===== config.mk =====
export PLATFORM = sky130hd
export DESIGN_NAME = terminal_line_editor_flat
export DESIGN_NICKNAME = d
export VERILOG_FILES = /design/src/hw/rtl/tle_pkg.sv /design/src/hw/rtl/tle_channels.sv /design/src/hw/rtl/tle_ctrl.sv /design/src/hw/rtl/tle_datapath.sv /design/src/hw/rtl/terminal_line_editor.sv /design/src/flat_wrapper.sv
export VERILOG_INCLUDE_DIRS = /design/src /design/src/hw/rtl
export SDC_FILE = /design/constraint.sdc
export NUM_CORES = 1
export LEC_CHECK = 0
export BUFFER_PORTS_ARGS = -buffer_cell sky130_fd_sc_hd__clkbuf_2
export CAP_MARGIN = 40
export CORE_MARGIN = 1.5
export CORE_UTILIZATION = 65
export DETAILED_ROUTE_END_ITERATION = 7
export PLACE_DENSITY_LB_ADDON = 0.1
export RECOVER_POWER = 100
export SLEW_MARGIN = 15
export SYNTH_ARGS = -nofsm -noshare
export SYNTH_HDL_FRONTEND = slang
export SYNTH_SLANG_ARGS = --single-unit

===== constraint.sdc =====
create_clock -name clock -period 7.24 [get_ports clock]
set_input_delay 0.362 -clock clock [delete_from_list [all_inputs] [get_ports clock]]
set_output_delay 0.362 -clock clock [all_outputs]
set_load 0.03 [all_outputs]

===== src/hw/rtl/terminal_line_editor_macros.svh =====
// Assertion macros shared by the terminal line editor RTL.
`ifndef TERMINAL_LINE_EDITOR_MACROS_SVH
`define TERMINAL_LINE_EDITOR_MACROS_SVH

// Same-cycle implication, disabled during reset.
`define TLE_ASSERT_IMP(lbl, clk, rst, ante, cons, msg) \
   lbl: assert property (@(posedge clk) disable iff (rst) (ante) |-> (cons)) \
      else $error(msg);

// Next-cycle implication, disabled during reset.
`define TLE_ASSERT_NXT(lbl, clk, rst, ante, cons, msg) \
   lbl: assert property (@(posedge clk) disable iff (rst) (ante) |=> (cons)) \
      else $error(msg);

`endif


===== src/hw/rtl/tle_pkg.sv =====
// Shared types, codes and helper functions of the terminal line editor.
`timescale 1ns / 1ps
`default_nettype none

package tle_pkg;

   // Geometry and field widths
   localparam int LINE_MAX_DEF = 32;
   localparam int CAP_W        = 6;
   localparam int TMO_W        = 16;
   localparam int TICK_W       = 17;
   localparam int CMD_W        = 2;
   localparam int BYTE_W       = 8;
   localparam int KIND_W       = 2;
   localparam int STATUS_W     = 2;
   localparam int PEND_W       = 2;
   localparam int ECHO_IDX_W   = 2;

   localparam logic [TICK_W-1:0] TICK_SAT = '1;

   // Input commands
   localparam logic [CMD_W-1:0] CMD_BYTE    = 2'd0;
   localparam logic [CMD_W-1:0] CMD_TICK    = 2'd1;
   localparam logic [CMD_W-1:0] CMD_DISCARD = 2'd2;

   // Remembered end-of-line byte
   localparam logic [PEND_W-1:0] PEND_NONE = 2'd0;
   localparam logic [PEND_W-1:0] PEND_CR   = 2'd1;
   localparam logic [PEND_W-1:0] PEND_LF   = 2'd2;

   // Result kinds
   localparam logic [KIND_W-1:0] KIND_ECHO = 2'd0;
   localparam logic [KIND_W-1:0] KIND_CHAR = 2'd1;
   localparam logic [KIND_W-1:0] KIND_END  = 2'd2;

   // End marker status
   localparam logic [STATUS_W-1:0] STAT_NONE     = 2'd0;
   localparam logic [STATUS_W-1:0] STAT_COMPLETE = 2'd1;
   localparam logic [STATUS_W-1:0] STAT_CANCEL   = 2'd2;
   localparam logic [STATUS_W-1:0] STAT_TIMEOUT  = 2'd3;

   // Character codes
   localparam logic [BYTE_W-1:0] CH_ETX   = 8'h03;
   localparam logic [BYTE_W-1:0] CH_BS    = 8'h08;
   localparam logic [BYTE_W-1:0] CH_LF    = 8'h0A;
   localparam logic [BYTE_W-1:0] CH_CR    = 8'h0D;
   localparam logic [BYTE_W-1:0] CH_SPACE = 8'h20;
   localparam logic [BYTE_W-1:0] CH_C     = 8'h43;
   localparam logic [BYTE_W-1:0] CH_CARET = 8'h5E;
   localparam logic [BYTE_W-1:0] CH_DEL   = 8'h7F;

   // Echo sequences
   typedef enum logic [1:0] {
      ECHO_CHAR,
      ECHO_CRLF,
      ECHO_CTRLC,
      ECHO_ERASE
   } echo_kind_type;

   // Controller to datapath commands
   typedef struct packed {
      logic                  take;
      logic                  pend_wr;
      logic [PEND_W-1:0]     pend_val;
      logic                  store_wr;
      logic                  count_dec;
      logic                  tick;
      logic                  line_clear;
      logic                  ptr_clr;
      logic                  ptr_inc;
      logic                  out_load;
      logic [KIND_W-1:0]     out_kind;
      echo_kind_type         echo_kind;
      logic [ECHO_IDX_W-1:0] echo_idx;
      logic [STATUS_W-1:0]   out_status;
      logic                  out_last;
   } tle_cmd_type;

   // Datapath to controller status
   typedef struct packed {
      logic              is_cr;
      logic              is_lf;
      logic              is_etx;
      logic              is_erase;
      logic              is_print;
      logic [PEND_W-1:0] pend;
      logic              count_zero;
      logic              room;
      logic              expire;
      logic              out_free;
      logic              strm_last;
   } tle_stat_type;

   // Byte at position idx of an echo sequence
   function automatic logic [BYTE_W-1:0] echo_byte(echo_kind_type kind,
                                                   logic [ECHO_IDX_W-1:0] idx,
                                                   logic [BYTE_W-1:0] ch);
      logic [BYTE_W-1:0] r;
      r = ch;
      case (kind)
         ECHO_CHAR:  r = ch;
         ECHO_CRLF:  r = (idx == 2'd0) ? CH_CR : CH_LF;
         ECHO_CTRLC: begin
            case (idx)
               2'd0:    r = CH_CARET;
               2'd1:    r = CH_C;
               2'd2:    r = CH_CR;
               default: r = CH_LF;
            endcase
         end
         ECHO_ERASE: r = (idx == 2'd1) ? CH_SPACE : CH_BS;
         default:    r = ch;
      endcase
      return r;
   endfunction

   // Index of the final byte of an echo sequence
   function automatic logic [ECHO_IDX_W-1:0] echo_last(echo_kind_type kind);
      logic [ECHO_IDX_W-1:0] r;
      r = 2'd0;
      case (kind)
         ECHO_CHAR:  r = 2'd0;
         ECHO_CRLF:  r = 2'd1;
         ECHO_CTRLC: r = 2'd3;
         ECHO_ERASE: r = 2'd2;
         default:    r = 2'd0;
      endcase
      return r;
   endfunction

endpackage

`default_nettype wire


===== src/hw/rtl/tle_channels.sv =====
// Handshake channel interfaces for input commands and result beats.
`timescale 1ns / 1ps
`default_nettype none

interface tle_req_if import tle_pkg::*; ();
   logic              valid;
   logic              ready;
   logic [CMD_W-1:0]  command;
   logic [BYTE_W-1:0] rx_byte;

   modport source (output valid, output command, output rx_byte, input ready);
   modport sink   (input valid, input command, input rx_byte, output ready);
endinterface

interface tle_rsp_if import tle_pkg::*; ();
   logic                valid;
   logic                ready;
   logic [KIND_W-1:0]   kind;
   logic [BYTE_W-1:0]   data;
   logic [STATUS_W-1:0] status;
   logic                last;

   modport source (output valid, output kind, output data, output status,
                   output last, input ready);
   modport sink   (input valid, input kind, input data, input status,
                   input last, output ready);
endinterface

`default_nettype wire


===== src/hw/rtl/tle_ctrl.sv =====
// Sequencing state machine of the terminal line editor.
`timescale 1ns / 1ps
`default_nettype none

module tle_ctrl import tle_pkg::*; (
   input  wire logic             clock,
   input  wire logic             reset,
   input  wire logic             req_valid,
   input  wire logic [CMD_W-1:0] req_command,
   output      logic             req_ready,
   input  wire tle_stat_type     stat,
   output      tle_cmd_type      cmd
);

   typedef enum logic [2:0] {
      S_IDLE,
      S_ECHO,
      S_STRM_RD,
      S_STRM_OUT,
      S_END
   } state_type;

   typedef enum logic [1:0] {
      AFTER_DONE,
      AFTER_STREAM,
      AFTER_END
   } after_type;

   state_type             state_ff, state_in;
   echo_kind_type         echo_kind_ff, echo_kind_in;
   logic [ECHO_IDX_W-1:0] echo_idx_ff, echo_idx_in;
   after_type             after_ff, after_in;
   logic [STATUS_W-1:0]   end_status_ff, end_status_in;
   logic                  echo_done;

   assign req_ready = (state_ff == S_IDLE);
   assign echo_done = (echo_idx_ff == echo_last(echo_kind_ff));

   // Decide commands and next state
   always_comb begin
      state_in      = state_ff;
      echo_kind_in  = echo_kind_ff;
      echo_idx_in   = echo_idx_ff;
      after_in      = after_ff;
      end_status_in = end_status_ff;

      cmd            = '0;
      cmd.take       = req_valid && req_ready;
      cmd.pend_val   = PEND_NONE;
      cmd.out_kind   = KIND_ECHO;
      cmd.echo_kind  = echo_kind_ff;
      cmd.echo_idx   = echo_idx_ff;
      cmd.out_status = STAT_NONE;

      unique case (state_ff)
         S_IDLE: begin
            if (cmd.take) begin
               echo_idx_in = '0;
               case (req_command)
                  CMD_BYTE: begin
                     // Any byte rewrites the remembered end of line; only an unpaired CR or LF sets it
                     cmd.pend_wr = 1'b1;
                     if ((stat.pend == PEND_CR && stat.is_lf) ||
                         (stat.pend == PEND_LF && stat.is_cr)) begin
                        cmd.pend_val = PEND_NONE;
                     end else if (stat.is_cr || stat.is_lf) begin
                        cmd.pend_val  = stat.is_cr ? PEND_CR : PEND_LF;
                        cmd.ptr_clr   = 1'b1;
                        echo_kind_in  = ECHO_CRLF;
                        after_in      = AFTER_STREAM;
                        end_status_in = STAT_COMPLETE;
                        state_in      = S_ECHO;
                     end else if (stat.is_etx) begin
                        echo_kind_in  = ECHO_CTRLC;
                        after_in      = AFTER_END;
                        end_status_in = STAT_CANCEL;
                        state_in      = S_ECHO;
                     end else if (stat.is_erase) begin
                        if (!stat.count_zero) begin
                           cmd.count_dec = 1'b1;
                           echo_kind_in  = ECHO_ERASE;
                           after_in      = AFTER_DONE;
                           state_in      = S_ECHO;
                        end
                     end else if (stat.is_print && stat.room) begin
                        cmd.store_wr = 1'b1;
                        echo_kind_in = ECHO_CHAR;
                        after_in     = AFTER_DONE;
                        state_in     = S_ECHO;
                     end
                  end
                  CMD_TICK: begin
                     cmd.tick = 1'b1;
                     if (stat.expire) begin
                        cmd.ptr_clr   = 1'b1;
                        end_status_in = STAT_TIMEOUT;
                        state_in      = stat.count_zero ? S_END : S_STRM_RD;
                     end
                  end
                  CMD_DISCARD: begin
                     cmd.pend_wr = 1'b1;
                  end
                  default: ;
               endcase
            end
         end
         S_ECHO: begin
            if (stat.out_free) begin
               cmd.out_load = 1'b1;
               cmd.out_last = echo_done && (after_ff == AFTER_DONE);
               if (echo_done) begin
                  case (after_ff)
                     AFTER_STREAM: state_in = stat.count_zero ? S_END : S_STRM_RD;
                     AFTER_END:    state_in = S_END;
                     default:      state_in = S_IDLE;
                  endcase
               end else begin
                  echo_idx_in = echo_idx_ff + 2'd1;
               end
            end
         end
         S_STRM_RD: begin
            // Let the line memory read settle
            state_in = S_STRM_OUT;
         end
         S_STRM_OUT: begin
            if (stat.out_free) begin
               cmd.out_load = 1'b1;
               cmd.out_kind = KIND_CHAR;
               cmd.ptr_inc  = 1'b1;
               state_in     = stat.strm_last ? S_END : S_STRM_RD;
            end
         end
         S_END: begin
            if (stat.out_free) begin
               cmd.out_load   = 1'b1;
               cmd.out_kind   = KIND_END;
               cmd.out_status = end_status_ff;
               cmd.out_last   = 1'b1;
               cmd.line_clear = 1'b1;
               state_in       = S_IDLE;
            end
         end
         default: state_in = S_IDLE;
      endcase
   end

   // Hold state and sequence registers
   always_ff @(posedge clock) begin
      if (reset) begin
         state_ff      <= S_IDLE;
         echo_kind_ff  <= ECHO_CHAR;
         echo_idx_ff   <= '0;
         after_ff      <= AFTER_DONE;
         end_status_ff <= STAT_NONE;
      end else begin
         state_ff      <= state_in;
         echo_kind_ff  <= echo_kind_in;
         echo_idx_ff   <= echo_idx_in;
         after_ff      <= after_in;
         end_status_ff <= end_status_in;
      end
   end

endmodule

`default_nettype wire


===== src/hw/rtl/tle_datapath.sv =====
// Line memory, counters and result register of the terminal line editor.
`timescale 1ns / 1ps
`default_nettype none

module tle_datapath import tle_pkg::*; #(
   parameter int LINE_MAX = LINE_MAX_DEF
) (
   input  wire logic                clock,
   input  wire logic                reset,
   input  wire logic [CAP_W-1:0]    line_capacity,
   input  wire logic [TMO_W-1:0]    timeout_ticks,
   input  wire logic [BYTE_W-1:0]   req_rx_byte,
   input  wire tle_cmd_type         cmd,
   output      tle_stat_type        stat,
   output      logic                rsp_valid,
   input  wire logic                rsp_ready,
   output      logic [KIND_W-1:0]   rsp_kind,
   output      logic [BYTE_W-1:0]   rsp_data,
   output      logic [STATUS_W-1:0] rsp_status,
   output      logic                rsp_last
);

   localparam int CW = $clog2(LINE_MAX);
   localparam logic [CAP_W-1:0] CAP_MAX = CAP_W'(LINE_MAX);

   logic [BYTE_W-1:0]   line_mem [LINE_MAX];
   logic [BYTE_W-1:0]   rd_data_ff;
   logic [CW-1:0]       count_ff, count_in;
   logic [CW-1:0]       ptr_ff, ptr_in;
   logic [PEND_W-1:0]   pend_ff, pend_in;
   logic [TICK_W-1:0]   elapsed_ff, elapsed_in, elapsed_inc;
   logic [BYTE_W-1:0]   rx_ff, rx_in;
   logic                rsp_valid_ff, rsp_valid_in;
   logic [KIND_W-1:0]   rsp_kind_ff, rsp_kind_in;
   logic [BYTE_W-1:0]   rsp_data_ff, rsp_data_in;
   logic [STATUS_W-1:0] rsp_status_ff, rsp_status_in;
   logic                rsp_last_ff, rsp_last_in;
   logic [CAP_W-1:0]    cap_clamp, keep_limit;

   // Clamp capacity and derive how many characters fit
   always_comb begin
      cap_clamp  = (line_capacity > CAP_MAX) ? CAP_MAX : line_capacity;
      keep_limit = (cap_clamp == '0) ? '0 : cap_clamp - CAP_W'(1);
   end

   // Saturating tick count
   assign elapsed_inc = (elapsed_ff == TICK_SAT) ? elapsed_ff
                                                 : elapsed_ff + TICK_W'(1);

   // Report byte class and line state
   always_comb begin
      stat.is_cr      = (req_rx_byte == CH_CR);
      stat.is_lf      = (req_rx_byte == CH_LF);
      stat.is_etx     = (req_rx_byte == CH_ETX);
      stat.is_erase   = (req_rx_byte == CH_BS) || (req_rx_byte == CH_DEL);
      stat.is_print   = (req_rx_byte >= CH_SPACE) && (req_rx_byte < CH_DEL);
      stat.pend       = pend_ff;
      stat.count_zero = (count_ff == '0);
      stat.room       = CAP_W'(count_ff) < keep_limit;
      stat.expire     = (timeout_ticks != '0) && (elapsed_inc > TICK_W'(timeout_ticks));
      stat.out_free   = !rsp_valid_ff || rsp_ready;
      stat.strm_last  = ((CW+1)'(ptr_ff) + (CW+1)'(1)) == (CW+1)'(count_ff);
   end

   // Advance counters and capture the received byte
   always_comb begin
      count_in = count_ff;
      if (cmd.line_clear) begin
         count_in = '0;
      end else if (cmd.store_wr) begin
         count_in = count_ff + CW'(1);
      end else if (cmd.count_dec) begin
         count_in = count_ff - CW'(1);
      end

      elapsed_in = elapsed_ff;
      if (cmd.line_clear) begin
         elapsed_in = '0;
      end else if (cmd.tick) begin
         elapsed_in = elapsed_inc;
      end

      pend_in = cmd.pend_wr ? cmd.pend_val : pend_ff;

      ptr_in = ptr_ff;
      if (cmd.ptr_clr) begin
         ptr_in = '0;
      end else if (cmd.ptr_inc) begin
         ptr_in = ptr_ff + CW'(1);
      end

      rx_in = cmd.take ? req_rx_byte : rx_ff;
   end

   // Load the result register when it frees up
   always_comb begin
      rsp_valid_in  = rsp_valid_ff && !rsp_ready;
      rsp_kind_in   = rsp_kind_ff;
      rsp_data_in   = rsp_data_ff;
      rsp_status_in = rsp_status_ff;
      rsp_last_in   = rsp_last_ff;
      if (cmd.out_load) begin
         rsp_valid_in  = 1'b1;
         rsp_kind_in   = cmd.out_kind;
         rsp_status_in = cmd.out_status;
         rsp_last_in   = cmd.out_last;
         case (cmd.out_kind)
            KIND_ECHO: rsp_data_in = echo_byte(cmd.echo_kind, cmd.echo_idx, rx_ff);
            KIND_CHAR: rsp_data_in = rd_data_ff;
            default:   rsp_data_in = '0;
         endcase
      end
   end

   // Line memory: one write port, one registered read port
   always_ff @(posedge clock) begin
      if (cmd.store_wr) begin
         line_mem[count_ff] <= req_rx_byte;
      end
      rd_data_ff <= line_mem[ptr_ff];
   end

   // Hold control state
   always_ff @(posedge clock) begin
      if (reset) begin
         count_ff     <= '0;
         pend_ff      <= PEND_NONE;
         elapsed_ff   <= '0;
         ptr_ff       <= '0;
         rsp_valid_ff <= 1'b0;
      end else begin
         count_ff     <= count_in;
         pend_ff      <= pend_in;
         elapsed_ff   <= elapsed_in;
         ptr_ff       <= ptr_in;
         rsp_valid_ff <= rsp_valid_in;
      end
   end

   // Hold payload
   always_ff @(posedge clock) begin
      rx_ff         <= rx_in;
      rsp_kind_ff   <= rsp_kind_in;
      rsp_data_ff   <= rsp_data_in;
      rsp_status_ff <= rsp_status_in;
      rsp_last_ff   <= rsp_last_in;
   end

   assign rsp_valid  = rsp_valid_ff;
   assign rsp_kind   = rsp_kind_ff;
   assign rsp_data   = rsp_data_ff;
   assign rsp_status = rsp_status_ff;
   assign rsp_last   = rsp_last_ff;

endmodule

`default_nettype wire


===== src/hw/rtl/terminal_line_editor.sv =====
// Terminal line editor: canonical-mode line discipline with echo, erase, cancel and timeout.
// Takes one command beat at a time: a received byte, a time tick or a discard of the
// remembered end-of-line byte. A command that causes no result leaves the block idle.
// A byte with an echo then sends its echo beats: a printable byte its single echo, or the
// erase, CR LF or ^C CR LF sequence. A line end or timeout additionally streams the stored
// line, each character waiting on the registered read of the line memory, then the end
// marker. Results wait in an output register; a stalled result consumer holds the sequence.
// Configuration is to be written through the APB port only while the block is idle; the
// block itself does not enforce this.
`timescale 1ns / 1ps
`default_nettype none

`include "terminal_line_editor_macros.svh"

module terminal_line_editor import tle_pkg::*; #(
   parameter int LINE_MAX = LINE_MAX_DEF
) (
   input  wire logic        clock,
   input  wire logic        reset,
   tle_req_if.sink          req,
   tle_rsp_if.source        rsp,
   input  wire logic        psel,
   input  wire logic        penable,
   input  wire logic        pwrite,
   input  wire logic [2:0]  paddr,
   input  wire logic [31:0] pwdata,
   output      logic [31:0] prdata,
   output      logic        pready
);

   localparam logic REG_CAPACITY = 1'b0;
   localparam logic REG_TIMEOUT  = 1'b1;
   localparam logic [CAP_W-1:0] CAP_RESET = CAP_W'(32);

   logic [CAP_W-1:0] capacity_ff;
   logic [TMO_W-1:0] timeout_ff;
   logic             csr_wr;
   tle_cmd_type      cmd;
   tle_stat_type     stat;

   // Register port
   assign pready = 1'b1;
   assign csr_wr = psel && penable && pwrite;

   always_ff @(posedge clock) begin
      if (reset) begin
         capacity_ff <= CAP_RESET;
         timeout_ff  <= '0;
      end else if (csr_wr) begin
         unique case (paddr[2])
            REG_CAPACITY: capacity_ff <= pwdata[CAP_W-1:0];
            REG_TIMEOUT:  timeout_ff  <= pwdata[TMO_W-1:0];
            default: ;
         endcase
      end
   end

   always_comb begin
      unique case (paddr[2])
         REG_CAPACITY: prdata = 32'(capacity_ff);
         REG_TIMEOUT:  prdata = 32'(timeout_ff);
         default:      prdata = '0;
      endcase
   end

   // Sequencer
   tle_ctrl u_ctrl (
      .clock       (clock),
      .reset       (reset),
      .req_valid   (req.valid),
      .req_command (req.command),
      .req_ready   (req.ready),
      .stat        (stat),
      .cmd         (cmd)
   );

   // Line memory and result register
   tle_datapath #(
      .LINE_MAX (LINE_MAX)
   ) u_datapath (
      .clock         (clock),
      .reset         (reset),
      .line_capacity (capacity_ff),
      .timeout_ticks (timeout_ff),
      .req_rx_byte   (req.rx_byte),
      .cmd           (cmd),
      .stat          (stat),
      .rsp_valid     (rsp.valid),
      .rsp_ready     (rsp.ready),
      .rsp_kind      (rsp.kind),
      .rsp_data      (rsp.data),
      .rsp_status    (rsp.status),
      .rsp_last      (rsp.last)
   );

   // End marker closes the beat sequence with a real status
   `TLE_ASSERT_IMP(a_end_marker, clock, reset, rsp.valid && rsp.kind == KIND_END, rsp.last && rsp.status != STAT_NONE && rsp.data == '0, "end marker malformed")
   // Echo and line beats carry no status
   `TLE_ASSERT_IMP(a_body_status, clock, reset, rsp.valid && rsp.kind != KIND_END, rsp.status == STAT_NONE, "status on non-end beat")
   // A stored character is never the final beat
   `TLE_ASSERT_IMP(a_char_not_last, clock, reset, rsp.valid && rsp.kind == KIND_CHAR, !rsp.last, "line character flagged last")
   // Ending a line empties the store
   `TLE_ASSERT_NXT(a_end_clears, clock, reset, cmd.out_load && cmd.out_kind == KIND_END, stat.count_zero, "line not cleared after end")

endmodule

`default_nettype wire

===== src/flat_wrapper.sv =====
// flat-port wrapper written by rule: the top's interface ports become plain ports
module terminal_line_editor_flat import tle_pkg::*;
#(
   parameter int LINE_MAX = LINE_MAX_DEF
)
  (clock, reset, psel, penable, pwrite, paddr, pwdata, prdata, pready, req_valid, req_command, req_rx_byte, req_ready, rsp_valid, rsp_kind, rsp_data, rsp_status, rsp_last, rsp_ready);
  tle_req_if req_i ();
  tle_rsp_if rsp_i ();
  input  wire logic clock;
  input  wire logic reset;
  input  wire logic psel;
  input  wire logic penable;
  input  wire logic pwrite;
  input  wire logic [2:0] paddr;
  input  wire logic [31:0] pwdata;
  output      logic [31:0] prdata;
  output      logic pready;
  input wire logic [$bits(req_i.valid)-1:0] req_valid;
  input wire logic [$bits(req_i.command)-1:0] req_command;
  input wire logic [$bits(req_i.rx_byte)-1:0] req_rx_byte;
  output wire logic [$bits(req_i.ready)-1:0] req_ready;
  output wire logic [$bits(rsp_i.valid)-1:0] rsp_valid;
  output wire logic [$bits(rsp_i.kind)-1:0] rsp_kind;
  output wire logic [$bits(rsp_i.data)-1:0] rsp_data;
  output wire logic [$bits(rsp_i.status)-1:0] rsp_status;
  output wire logic [$bits(rsp_i.last)-1:0] rsp_last;
  input wire logic [$bits(rsp_i.ready)-1:0] rsp_ready;
  assign req_i.valid = req_valid;
  assign req_i.command = req_command;
  assign req_i.rx_byte = req_rx_byte;
  assign req_ready = req_i.ready;
  assign rsp_valid = rsp_i.valid;
  assign rsp_kind = rsp_i.kind;
  assign rsp_data = rsp_i.data;
  assign rsp_status = rsp_i.status;
  assign rsp_last = rsp_i.last;
  assign rsp_i.ready = rsp_ready;
  terminal_line_editor #(.LINE_MAX(LINE_MAX)) u_core (.clock(clock), .reset(reset), .req(req_i), .rsp(rsp_i), .psel(psel), .penable(penable), .pwrite(pwrite), .paddr(paddr), .pwdata(pwdata), .prdata(prdata), .pready(pready));
endmodule

==> Flow_metrics.wiki <==
{| class="wikitable"
! Metric !! Value
|-
| Slew at the pin with the worst max-slew slack || 1940 ps
|-
| Number of remaining DRC errors || 0
|-
| Post-route total power || 4.23 mW
|-
| Remaining Overflow, GRT || 0
|-
| Most common cell in the synthesized netlist || edfxtp_1
|-
| Util after Layout || 0.731
|-
| Predominant post-synthesis flop cell || edfxtp_1
|-
| FF+latch count, synth || 348
|-
| Post-synth EDFFs || 277
|-
| Unrepaired setup endpoints after global routing || false
|-
| Required time worst endpoint || 7380 ps
|-
| Syn Inst Count || 1,073
|-
| Hold Violations, Final || 0
|-
| Clock-pin transition on the worst setup and hold timing paths || 60 ps
|-
| Worst reg-to-reg setup slack || 2300 ps
|-
| Pin count of the biggest net entering global routing || 42
|-
| Cells resized by post-CTS repair || 0
|-
| Leading cell types by count after synthesis || 277 x edfxtp_1, 103 x nor2_1, 80 x mux4_2, 71 x dfxtp_1, 70 x nand2_1
|-
| Post-synth top area share || 0.535
|-
| Total of endpoints with negative setup slack in the final report || 0
|-
| Total setup buffers inserted after CTS || 0
|-
| Worst Path Buf+Inv || 2
|-
| Depth of the most critical reg-to-reg path || 15
|-
| Post-synth cell types || 79
|-
| Portion of netlist area occupied by mux cells || 0.133
|-
| Xor-xnor portion of the synthesized cell area || 0.0242
|-
| Initial antenna violation count || 0
|-
| Total of max-cap violations || 8
|-
| Global-route wire length before repair || 51,000 µm
|-
| First-pass iteration count of the detailed router || 5
|-
| Yosys synthesis warning count || 0
|-
| Asr flop ratio synth || 0
|-
| Worst clock skew || 9.68 ps
|-
| Num CTS Buffers || 36
|-
| Syn Std Cell Area || 15,500 µm²
|-
| Cell type with the highest aggregate area in the netlist || edfxtp_1
|-
| Cell area after layout || 17,200 µm²
|-
| Final antenna diode count || 0
|-
| Number of nets with antenna violations after detailed routing || 0
|-
| Power density normalized to cell area || 247 nW/µm²
|-
| Hold Crit Endpoint || u_core.timeout_ff[11]$_SDFFE_PP0P_
|-
| Horizontal die dimension || 158 µm
|-
| Area of the placeable core || 23,500 µm²
|-
| Main combinational cell family by area after synthesis || multiplexers
|-
| Global-route usage over all layers || 0.277
|-
| Category of the worst setup path capture point || flip-flop
|-
| Die area || 24,900 µm²
|-
| Worst-Skew Late Latency || 510 ps
|-
| Effective utilization at floorplan || 0.662
|-
| Port Buffer Count || 64
|-
| Number of sinks handled by clock tree synthesis || 348
|-
| Adder and majority cell fraction of the synthesized area || 0.0327
|-
| Min-delay src || pwdata[11]
|-
| Maximum clock frequency || 202 MHz
|-
| Min Tclk post-route || 4940 ps
|-
| Violated checks || capacitance limit, slew limit
|-
| Highest-delay cell along the critical path || nor2_1
|-
| I/O pin count || 100
|-
| Clock tree from TritonCTS || yes
|-
| H-Tree Depth || 2
|-
| Number of cells in the finished layout apart from fillers || 1,484
|-
| Sequential area share after synthesis || 0.626
|-
| Critical Path Max Stage Delay || 800 ps
|-
| Synthesized-area fraction occupied by and/or/nand/nor cells || 0.0989
|-
| DP Area || 16,100 µm²
|-
| Total Routed Length || 33,100 µm
|-
| Classification of the worst-slack hold path || input port to flip-flop
|-
| CP Max Fanout || 8
|-
| Die boundary height || 158 µm
|-
| R2R Path Start || u_core.capacity_ff[5]$_SDFFE_PP1P_
|-
| Routed wire per std cell || 22.3 µm
|-
| Result of the run || finished, violations left
|-
| Top cells by area in the synthesized netlist || edfxtp_1 53%, mux4_2 12%, dfxtp_1 9.1%, ha_1 3.1%, nor2_1 2.5%
|-
| Worst setup SP type || flip-flop
|-
| Via count normalized by instance count || 6.16
|-
| Number of nets at the end of the flow || 1,231
|-
| Reg-to-reg endpoint || u_core.u_datapath.line_mem[23][6]$_DFFE_PP_
|-
| Quantity of hold-fixing buffers added after cts || 0
|-
| Number of fill cells || 1,524
|-
| Stages on worst setup path || 15
|-
| Vias in the first global route || 8,813
|-
| Area grow syn2layout || 10.4%
|-
| Mean Syn Cell Area || 14.5 µm²
|-
| Vias after detailed routing || 9,145
|-
| Fraction of final layout cells sized beyond drive strength 1 || 0.166
|-
| Static Leak || 5.74 nW
|-
| Root buffer cell || clkbuf_16
|-
| Final GP Congestion || 0.855
|-
| Number of core rows || 56
|-
| Bufs on Longest Clock Path || 3
|-
| Cell count after placement || 1,419
|-
| Final critical-path share of the clock period || 0.682
|-
| Number of cells on the worst hold path || 3
|-
| Headroom to the max-slew limit || -0.292
|-
| Final Max Tran Viols || 295
|-
| Worst vdd ir || 0.208 mV
|-
| Worst path arrival time || 5080 ps
|-
| HPWL after detailed placement || 20,800 µm
|-
| Kind of cell adding the most delay to the critical path || simple AND/OR/NAND/NOR gates
|-
| DR iter-0 viols || 824
|-
| Setup Total Neg Slack || 0 ps
|-
| Cell chain of the critical path || inv_1 > nand2_1 > ha_1 > nor4_1 > o21a_1 > a31oi_1 > ha_1 > a211o_1 > or4b_1 > o221ai_1 > nand2_1 > or2_0 > clkinvlp_2 > nand3_1 > nor2_1
|-
| Area fraction in compound gates after synthesis || 0.0528
|-
| Type of the setup path with the least slack || flip-flop to flip-flop
|}
-- cell usage in the layout, fill, tap and decap left out, types with 5 or more instances in the layout --
master / count
edfxtp_1: 277
nor2_1: 103
mux4_2: 80
nand2_1: 72
dfxtp_1: 70
a21oi_1: 45
clkbuf_1: 44
ha_1: 39
inv_1: 38
clkbuf_16: 37
clkbuf_2: 36
xnor2_1: 26
nand3_1: 25
o21ai_0: 19
xor2_1: 17
conb_1: 17
nor3_1: 16
nand4_1: 12
nand2b_1: 11
nor4_1: 11
mux2i_1: 11
mux2_2: 10
and2_1: 9
or3_1: 9
a211oi_1: 9
a21o_1: 9
and2_0: 8
clkinv_2: 8
nor2b_1: 7
o21a_1: 5
clkinv_1: 5
-- report_power, final --
| part | internal (mW) | switching [mW] | total (mW) |
|---|---|---|---|
| combinational | 0.0599 | 0.150 | 0.210 |
| clock | 1.09 | 0.734 | 1.82 |
| sequential | 2.18 | 0.0155 | 2.20 |
-- per-layer routing --
metal	share of wire	GRT usage	up-vias
met2	0.48	0.444	389
met4	0.033	0.0984	0
li1	-	-	4157
met5	0	0	-
met3	0.071	0.0515	74
met1	0.42	0.386	4525
-- kinds of logic (layout without fill, tap and decap cells) --
family                     Yosys count  after routing
and+or+nand+nor                    305            305
buffers and inverters              105            182
muxes                              105            105
other                                2             17
xor gates and xnor gates            43             43
DFF                                348            348
adders and majority gates           40             40
AOI/OAI and AO/OA                  125            125
-- metrics by stage --
| stage | setup WS (ps) | hold WS, ps |
|---|---|---|
| after floorplan | 3280 | 432 |
| after global placement | 2990 | 450 |
| after detailed placement | 2850 | 460 |
| after CTS | 2830 | 59.3 |
| after global routing | 2070 | 67.9 |
| final | 2300 | 75.8 |
-- worst max path at each step --
| stage | from | end | slack [ps] |
|---|---|---|---|
| after floorplan | u_core.capacity_ff[5]$_SDFFE_PP1P_ | u_core.u_datapath.count_ff[4]$_SDFFE_PP0P_ | 3280 |
| after global routing | u_core.capacity_ff[5]$_SDFFE_PP1P_ | u_core.u_datapath.line_mem[11][4]$_DFFE_PP_ | 2070 |
| final | u_core.capacity_ff[5]$_SDFFE_PP1P_ | u_core.u_datapath.line_mem[23][6]$_DFFE_PP_ | 2300 |
| after CTS | u_core.capacity_ff[5]$_SDFFE_PP1P_ | u_core.u_datapath.count_ff[4]$_SDFFE_PP0P_ | 2830 |
| after detailed placement | u_core.capacity_ff[5]$_SDFFE_PP1P_ | u_core.u_datapath.line_mem[6][3]$_DFFE_PP_ | 2850 |
| after global placement | u_core.capacity_ff[5]$_SDFFE_PP1P_ | u_core.u_datapath.line_mem[6][7]$_DFFE_PP_ | 2990 |
-- final cells by class --
type / instances / area, µm² / area share
Sequential cell: 348 / 9740 / 0.568
Timing Repair Buffer: 78 / 420 / 0.0245
Clock buffer: 46 / 970 / 0.0565
Inverter: 40 / 153 / 0.00889
Tap cell: 319 / 399 / 0.0233
Clock inverter: 18 / 186 / 0.0109
Multi-Input combinational cell: 635 / 5290 / 0.308
-- flip-flops by register name, summed over array words and instances, names as in the netlist, 3 cells and up --
signal and count:
u_core.u_datapath.ptr_ff 5, u_core.u_datapath.rsp_data 8, u_core.u_datapath.rd_data_ff 8, u_core.capacity_ff 6
u_core.u_datapath.count_ff 5, u_core.u_datapath.rx_ff 8, u_core.u_datapath.elapsed_ff 17, u_core.u_datapath.line_mem 256
u_core.timeout_ff 16, u_core.u_ctrl.state_ff 3
-- tightest hold or removal path, cell delays in order --
cell	delay (ps)
clkbuf_2	80
nand2_1	40
a21oi_1	50
Note: power is estimated with default switching activity, not from simulation.
